### src/design/slt_pkg.sv
`timescale 1ns / 1ps

package slt_pkg;

    // operation codes
    localparam logic [1:0] OP_SET    = 2'd0;
    localparam logic [1:0] OP_CHECK  = 2'd1;
    localparam logic [1:0] OP_READ   = 2'd2;
    localparam logic [1:0] OP_UNUSED = 2'd3;

    // status codes
    localparam logic [1:0] STATUS_OK        = 2'd0;
    localparam logic [1:0] STATUS_INVALID   = 2'd1;
    localparam logic [1:0] STATUS_NOT_FOUND = 2'd2;
    localparam logic [1:0] STATUS_FULL      = 2'd3;

    // highest id that a check accepts
    localparam logic [7:0] LAST_VALID_ID = 8'd254;

    // one record of the limit table
    typedef struct packed {
        logic [7:0]         id;
        logic signed [15:0] lim_min;
        logic signed [15:0] lim_max;
    } entry_t;

    // result of one item
    typedef struct packed {
        logic               in_range;
        logic               above_max;
        logic               below_min;
        logic [1:0]         status;
        logic signed [15:0] min_limit;
        logic signed [15:0] max_limit;
    } result_t;

endpackage

### src/design/servo_angle_limit_table.sv
`timescale 1ns / 1ps

// Servo angle limit table. Holds up to TABLE_ENTRIES records of (servo id,
// minimum, maximum) in one synchronous memory, filled in order of first set.
// Op 0 sets limits (overwrite or append; a full table answers status 3),
// op 1 checks an angle against the stored limits, op 2 reads them back; angles
// are signed 16-bit in 1/64 degree. Each item searches the records one per
// cycle through the single read port of the memory; an op 3, a check of id 255
// or any item on an empty table goes straight to its result without a search.
// One item is worked on at a time; the next transfer can be taken while the
// previous result still waits in the output register.
module servo_angle_limit_table #(
    parameter int TABLE_ENTRIES = 16
) (
    input  logic               clk,
    input  logic               rst_n,

    input  logic               in_valid,
    output logic               in_stall,
    input  logic [1:0]         op,
    input  logic [7:0]         servo_id,
    input  logic signed [15:0] angle,
    input  logic signed [15:0] new_min,
    input  logic signed [15:0] new_max,

    output logic               out_valid,
    input  logic               out_stall,
    output logic               in_range,
    output logic               above_max,
    output logic               below_min,
    output logic [1:0]         status,
    output logic signed [15:0] min_limit,
    output logic signed [15:0] max_limit
);

    localparam int CNTW = $clog2(TABLE_ENTRIES + 1);
    localparam int IDXW = (TABLE_ENTRIES > 1) ? $clog2(TABLE_ENTRIES) : 1;

    typedef enum logic [1:0] {
        ST_IDLE,
        ST_SCAN,
        ST_RESULT
    } state_t;

    state_t                 state_reg;
    logic [CNTW-1:0]        count_reg;
    logic [CNTW-1:0]        idx_reg;
    logic                   pend_reg;
    logic [IDXW-1:0]        pidx_reg;
    logic                   found_reg;
    logic [IDXW-1:0]        slot_reg;
    logic signed [15:0]     hit_min_reg;
    logic signed [15:0]     hit_max_reg;

    logic [1:0]             op_reg;
    logic [7:0]             id_reg;
    logic signed [15:0]     angle_reg;
    logic signed [15:0]     nmin_reg;
    logic signed [15:0]     nmax_reg;

    logic                   out_valid_reg;
    slt_pkg::result_t       out_reg;

    slt_pkg::entry_t        mem [TABLE_ENTRIES];
    slt_pkg::entry_t        rd_data_reg;

    logic                   issue;
    logic                   hit;
    logic                   full;
    logic                   out_load;
    logic                   mem_we;
    logic [IDXW-1:0]        mem_wa;
    slt_pkg::entry_t        mem_wd;
    logic                   mem_re;
    slt_pkg::result_t       res;

    // handshake
    assign in_stall  = (state_reg != ST_IDLE);
    assign out_valid = out_valid_reg;
    assign out_load  = (state_reg == ST_RESULT) && (!out_valid_reg || !out_stall);

    // scan control
    assign issue  = (idx_reg < count_reg);
    assign mem_re = (state_reg == ST_SCAN) && issue;
    assign hit    = pend_reg && (rd_data_reg.id == id_reg);
    assign full   = (count_reg == CNTW'(TABLE_ENTRIES));

    // write back of a set: overwrite the found record or append
    assign mem_we = out_load && (op_reg == slt_pkg::OP_SET) && (found_reg || !full);
    assign mem_wa = found_reg ? slot_reg : count_reg[IDXW-1:0];
    always_comb
    begin
        mem_wd.id      = id_reg;
        mem_wd.lim_min = nmin_reg;
        mem_wd.lim_max = nmax_reg;
    end

    // result of the item
    always_comb
    begin
        res = '0;
        unique case (op_reg)
            slt_pkg::OP_SET:
            begin
                res.status = (!found_reg && full) ? slt_pkg::STATUS_FULL
                                                  : slt_pkg::STATUS_OK;
            end
            slt_pkg::OP_CHECK:
            begin
                if (id_reg > slt_pkg::LAST_VALID_ID)
                begin
                    res.status = slt_pkg::STATUS_INVALID;
                end
                else if (!found_reg)
                begin
                    res.status = slt_pkg::STATUS_NOT_FOUND;
                end
                else
                begin
                    res.above_max = (angle_reg > hit_max_reg);
                    res.below_min = (angle_reg < hit_min_reg);
                    res.in_range  = !res.above_max && !res.below_min;
                end
            end
            slt_pkg::OP_READ:
            begin
                if (!found_reg)
                begin
                    res.status = slt_pkg::STATUS_NOT_FOUND;
                end
                else
                begin
                    res.min_limit = hit_min_reg;
                    res.max_limit = hit_max_reg;
                end
            end
            slt_pkg::OP_UNUSED:
            begin
                res = '0;
            end
        endcase
    end

    // record memory, one write and one registered read port
    always_ff @(posedge clk)
    begin
        if (mem_we)
        begin
            mem[mem_wa] <= mem_wd;
        end
        if (mem_re)
        begin
            rd_data_reg <= mem[idx_reg[IDXW-1:0]];
        end
    end

    // sequencer, item registers and output register
    always_ff @(posedge clk or negedge rst_n)
    begin
        if (!rst_n)
        begin
            state_reg     <= ST_IDLE;
            count_reg     <= '0;
            idx_reg       <= '0;
            pend_reg      <= 1'b0;
            pidx_reg      <= '0;
            found_reg     <= 1'b0;
            slot_reg      <= '0;
            hit_min_reg   <= '0;
            hit_max_reg   <= '0;
            op_reg        <= slt_pkg::OP_SET;
            id_reg        <= '0;
            angle_reg     <= '0;
            nmin_reg      <= '0;
            nmax_reg      <= '0;
            out_valid_reg <= 1'b0;
            out_reg       <= '0;
        end
        else
        begin
            // output register drains independently
            if (out_load)
            begin
                out_valid_reg <= 1'b1;
                out_reg       <= res;
            end
            else if (!out_stall)
            begin
                out_valid_reg <= 1'b0;
            end

            unique case (state_reg)
                ST_IDLE:
                begin
                    if (in_valid)
                    begin
                        op_reg    <= op;
                        id_reg    <= servo_id;
                        angle_reg <= angle;
                        nmin_reg  <= new_min;
                        nmax_reg  <= new_max;
                        found_reg <= 1'b0;
                        idx_reg   <= '0;
                        pend_reg  <= 1'b0;
                        if ((count_reg == '0) || (op == slt_pkg::OP_UNUSED) ||
                            ((op == slt_pkg::OP_CHECK) && (servo_id > slt_pkg::LAST_VALID_ID)))
                        begin
                            state_reg <= ST_RESULT;
                        end
                        else
                        begin
                            state_reg <= ST_SCAN;
                        end
                    end
                end
                ST_SCAN:
                begin
                    // read one record a cycle, compare the one read last cycle
                    pend_reg <= issue;
                    pidx_reg <= idx_reg[IDXW-1:0];
                    if (issue)
                    begin
                        idx_reg <= idx_reg + CNTW'(1);
                    end
                    if (hit)
                    begin
                        found_reg   <= 1'b1;
                        slot_reg    <= pidx_reg;
                        hit_min_reg <= rd_data_reg.lim_min;
                        hit_max_reg <= rd_data_reg.lim_max;
                        state_reg   <= ST_RESULT;
                    end
                    else if (pend_reg && !issue)
                    begin
                        state_reg <= ST_RESULT;
                    end
                end
                ST_RESULT:
                begin
                    if (out_load)
                    begin
                        if ((op_reg == slt_pkg::OP_SET) && !found_reg && !full)
                        begin
                            count_reg <= count_reg + CNTW'(1);
                        end
                        state_reg <= ST_IDLE;
                    end
                end
                default:
                begin
                    state_reg <= ST_IDLE;
                end
            endcase
        end
    end

    // result fields
    assign in_range  = out_reg.in_range;
    assign above_max = out_reg.above_max;
    assign below_min = out_reg.below_min;
    assign status    = out_reg.status;
    assign min_limit = out_reg.min_limit;
    assign max_limit = out_reg.max_limit;

`ifndef NO_ASSERTIONS
    // the fill count never passes the table size
    a_count_bound: assert property (@(posedge clk) disable iff (!rst_n)
        count_reg <= CNTW'(TABLE_ENTRIES))
        else $error("entry count beyond table size");

    // the fill count grows by at most one per cycle and never shrinks
    a_count_step: assert property (@(posedge clk) disable iff (!rst_n)
        1'b1 |=> (count_reg == $past(count_reg)) ||
                 (count_reg == $past(count_reg) + CNTW'(1)))
        else $error("entry count moved by more than one");

    // a compared record always lies below the fill count
    a_scan_bound: assert property (@(posedge clk) disable iff (!rst_n)
        (state_reg == ST_SCAN) && pend_reg |-> ({1'b0, pidx_reg} < {1'b0, count_reg}))
        else $error("scan compared an unfilled record");

    // an accepted transfer always starts work on the item
    a_accept_busy: assert property (@(posedge clk) disable iff (!rst_n)
        in_valid && !in_stall |=> (state_reg != ST_IDLE))
        else $error("accepted transfer left the sequencer idle");
`endif

endmodule

### config.mk
export PLATFORM = sky130hd
export DESIGN_NAME = servo_angle_limit_table
export DESIGN_NICKNAME = d
export VERILOG_FILES = /design/src/design/slt_pkg.sv /design/src/design/servo_angle_limit_table.sv
export SDC_FILE = /design/constraint.sdc
export NUM_CORES = 1
export LEC_CHECK = 0
export BUFFER_PORTS_ARGS = -buffer_cell sky130_fd_sc_hd__buf_2
export CAP_MARGIN = 10
export CORE_MARGIN = 8
export CORE_UTILIZATION = 40
export CTS_CLUSTER_DIAMETER = 80
export DETAILED_ROUTE_END_ITERATION = 6
export GPL_TIMING_DRIVEN = 0
export PLACE_DENSITY = 0.61
export SLEW_MARGIN = 20
export SYNTH_ARGS = -nofsm -noshare
export SYNTH_HDL_FRONTEND = slang
export SYNTH_SLANG_ARGS = --single-unit
### constraint.sdc
create_clock -name clk -period 9.6 [get_ports clk]
set_input_delay 0 -clock clk [delete_from_list [all_inputs] [get_ports clk]]
set_output_delay 0 -clock clk [all_outputs]
set_load 0.03 [all_outputs]
==> flow_summary.ini <==
[outcome]
status = complete, no violations

[yosys]
synth_cells = 1611
seq_area_frac_synth = 0.7443
synth_mux_area_frac = 0.1602
syn_avg_cell_area_sq_um = 20.16
synthAdderAreaFrac = 0.01464
ys_ff_latch = 830
synth_edf_count = 680
synth_top_family_by_area = multiplexers
synth_compound_area_frac = 0.02223
yosys_most_used_dff = edfxtp_1
syn_nets = 1711
yosysUniqueCellTypes = 54
async_reset_ff_frac = 0.1807
synth-simple-area-share = 0.03525
synth_xor_area_frac = 0.003236
syn_area_sq_um = 32480
synth_warnings = 0

[routing]
num_vias = 16760
routedWlPerCell_um = 27.71
drc = 0
viasPerCell = 5.522
dr.pass1.iters = 5
ant_nets = 0
drt_iter0_drc = 1876
drt-total-wl_mm = 84.11

[setup_path]
startpoint_type = register
timing.rr.start = state_reg[0]
end_kind = register
reg2regPathDepth = 7
startpoint = state_reg[0]
r2r_slack_ns = 6.26
worstPathArrival_ns = 3.66
crit_required_ns = 9.92
path_class = register to register
path_max_fanout = 16
rr_endpoint = mem[3][18]

[clocking]
numCtsBuffers = 83
cts_setup_buffers = 0
clk_path_buf_depth = 3
cts.clk_slew.worst_paths_ns = 0.06
clk_latency_ns = 0.63
cts_resized = 0
cts_root_buf = clkbuf_16
cts_max_level = 3
clock-sinks = 830
tritoncts = done

[sta]
relSlewSlack = 0.2096
slew_violations = 0
min_period_ns = 3.342
fin_crit_sh = 0.3481
fin_skew_ns = 0.02291
rsz0062_at_grt = false
worst_slew_pin_slew_ns = 1.169
fmax_mhz = 299.2
setup_tns_ns = 0
hold_viol = 0
setup_viol = 0

[die]
core_sq_um = 80420
row_count = 104
die_area_sq_um = 90570
die_y_um = 300.9
start_util = 0.4039
die_w_um = 300.9
io_pins = 101

[global_route]
grt_pass1_wl_mm = 121.6
grtUsageTotal = 0.1859
grt_pass1_vias = 17375
gr-total-overflow = 0
antenna_found_initial = 1
grt_max_degree = 88

[cells_and_area]
area_growth_pct = 20.04
largest_register_ffs = 640
diodes = 0
drive_gt1_frac = 0.2785
final_core_util = 0.4848
fillers = 6539
final_net_count = 2004

[flow_run]
maxCapViolCount = 0

[worst_hold_path]
hold_depth = 4
min-delay-start = new_max[8]
holdPathEnd = nmax_reg[8]
hold_class = input port to register

[pwr]
ir_worst_vdd_mv = 0.1451
total_power_mw = 10.72
power.static_leakage_nw = 13.70
p_per_area_nw_per_um2 = 275.0

[placement]
dp_hpwl_mm = 56.03
gp_congestion = 0.8268
portBuffers = 100
where the power goes:
part	switching [mW]	internal (mW)
Combinational	1.24	1.03
Sequential	0.521	4.67
Clock	1.37	1.89
worst max-delay path, cell delays in order (launching register included):
cell and delay [ns]:
dfrtp_1 0.35, buf_2 0.16, nand3b_1 0.47, or3_1 0.58
nor2_1 0.19, nand2_1 0.28, nor2_4 0.70, buf_12 0.27
per-stage QoR:
step	std cells	instance area, sq um	setup WS, ns	hold slack, ns
after floorplan	1611	32480	5.910	-0.2956
after global placement	2771	34300	2.928	0.1939
after detailed placement	2816	35590	6.322	0.03737
after CTS	3035	38990	6.314	0.05383
after global routing	3035	38990	6.139	0.09978
final	3035	38990	6.258	0.09042
cell usage after synthesis (2+ instances only):
library cell    n  area share
and2_1          2     0.00039
clkbuf_1       36      0.0042
nor4_1          2     0.00039
mux2_4         29       0.013
mux4_2        177        0.12
nand3_1         6     0.00092
o21a_1          3     0.00069
nor3_1          3     0.00046
xor2_1          7      0.0019
dfrtp_1       150        0.12
nand3b_1        3     0.00069
mux2_2         14      0.0049
buf_12          8      0.0049
buf_2           7      0.0011
nand2b_1        2     0.00039
o21ai_0        13      0.0020
xnor2_1         5      0.0013
o31a_1          3     0.00081
a21o_1          5      0.0012
a21oi_1        15      0.0023
buf_4           9      0.0021
nor2b_1         5     0.00096
o31ai_1         5      0.0012
nor2_1         31      0.0036
a32o_1          2     0.00062
inv_1          44      0.0051
nand4_1        12      0.0023
nand2_1       193       0.022
buf_6           4      0.0014
or3_1           4     0.00077
o211ai_1        4     0.00092
edfxtp_1      680        0.63
a22o_1         35      0.0094
mux2i_1         2     0.00062
buf_1          12      0.0014
a311oi_1        2     0.00054
mux4_1         23       0.019
ha_1           38       0.015
cells by family (layout without fill, tap and decap cells):
family,after synthesis,in the layout
flops,830,830
simple gates,269,269
xor+xnor,12,12
compound gates,97,97
fa+ha+maj,38,38
mux,245,245
buf+inv,120,484
cell usage in the layout (no fill, tap or decap), types with 6 or more instances in the layout:
master,n
clkbuf_8,6
bufinv_16,7
dfrtp_1,150
ha_1,38
clkbuf_1,50
mux4_2,177
nand3_1,6
buf_2,107
a22o_1,35
o21ai_0,13
nor2_1,15
nand2_1,193
clkinv_2,27
inv_1,43
clkbuf_16,86
buf_16,36
dlygate4sd3_1,62
nand4_1,12
buf_4,9
xor2_1,7
nor2_4,16
buf_12,16
mux4_1,23
clkinv_1,8
mux2_4,29
edfxtp_1,680
mux2_2,14
a21oi_1,15
buf_1,10
layout make-up:
type                       count  area (sq um)  area share
buffer                        76         490.5     0.01258
sequential                   830         24170      0.6200
multi-input combinational    661          7771      0.1993
inverter                      44         167.7    0.004300
timing repair buffer         208          2308     0.05921
clock inverter                50         462.9     0.01187
tap                         1060          1326     0.03402
clock buffer                 106          2287     0.05866
layer usage:
metal | track usage | wire [um]
met5 | 0 | 0
met4 | 0.04026 | 1477
met3 | 0.04204 | 6943
met2 | 0.2814 | 38280
met1 | 0.2754 | 37410
worst max path at each step:
stage,to,slack (ns),depth (start not counted)
CTS,mem[3][27],6.31,7
floorplan,mem[15][0],5.91,5
detailed placement,mem[3][20],6.32,7
finish,mem[3][18],6.26,7
global route,mem[9][6],6.14,7
global placement,mem[7][6],2.93,5
repair_timing:
item,4_1_cts,5_1_grt
hold buffers,63,0
endpoints found under the hold margin,211,0
endpoints found under the setup margin,0,0
Note: power is estimated with default switching activity, not from simulation.
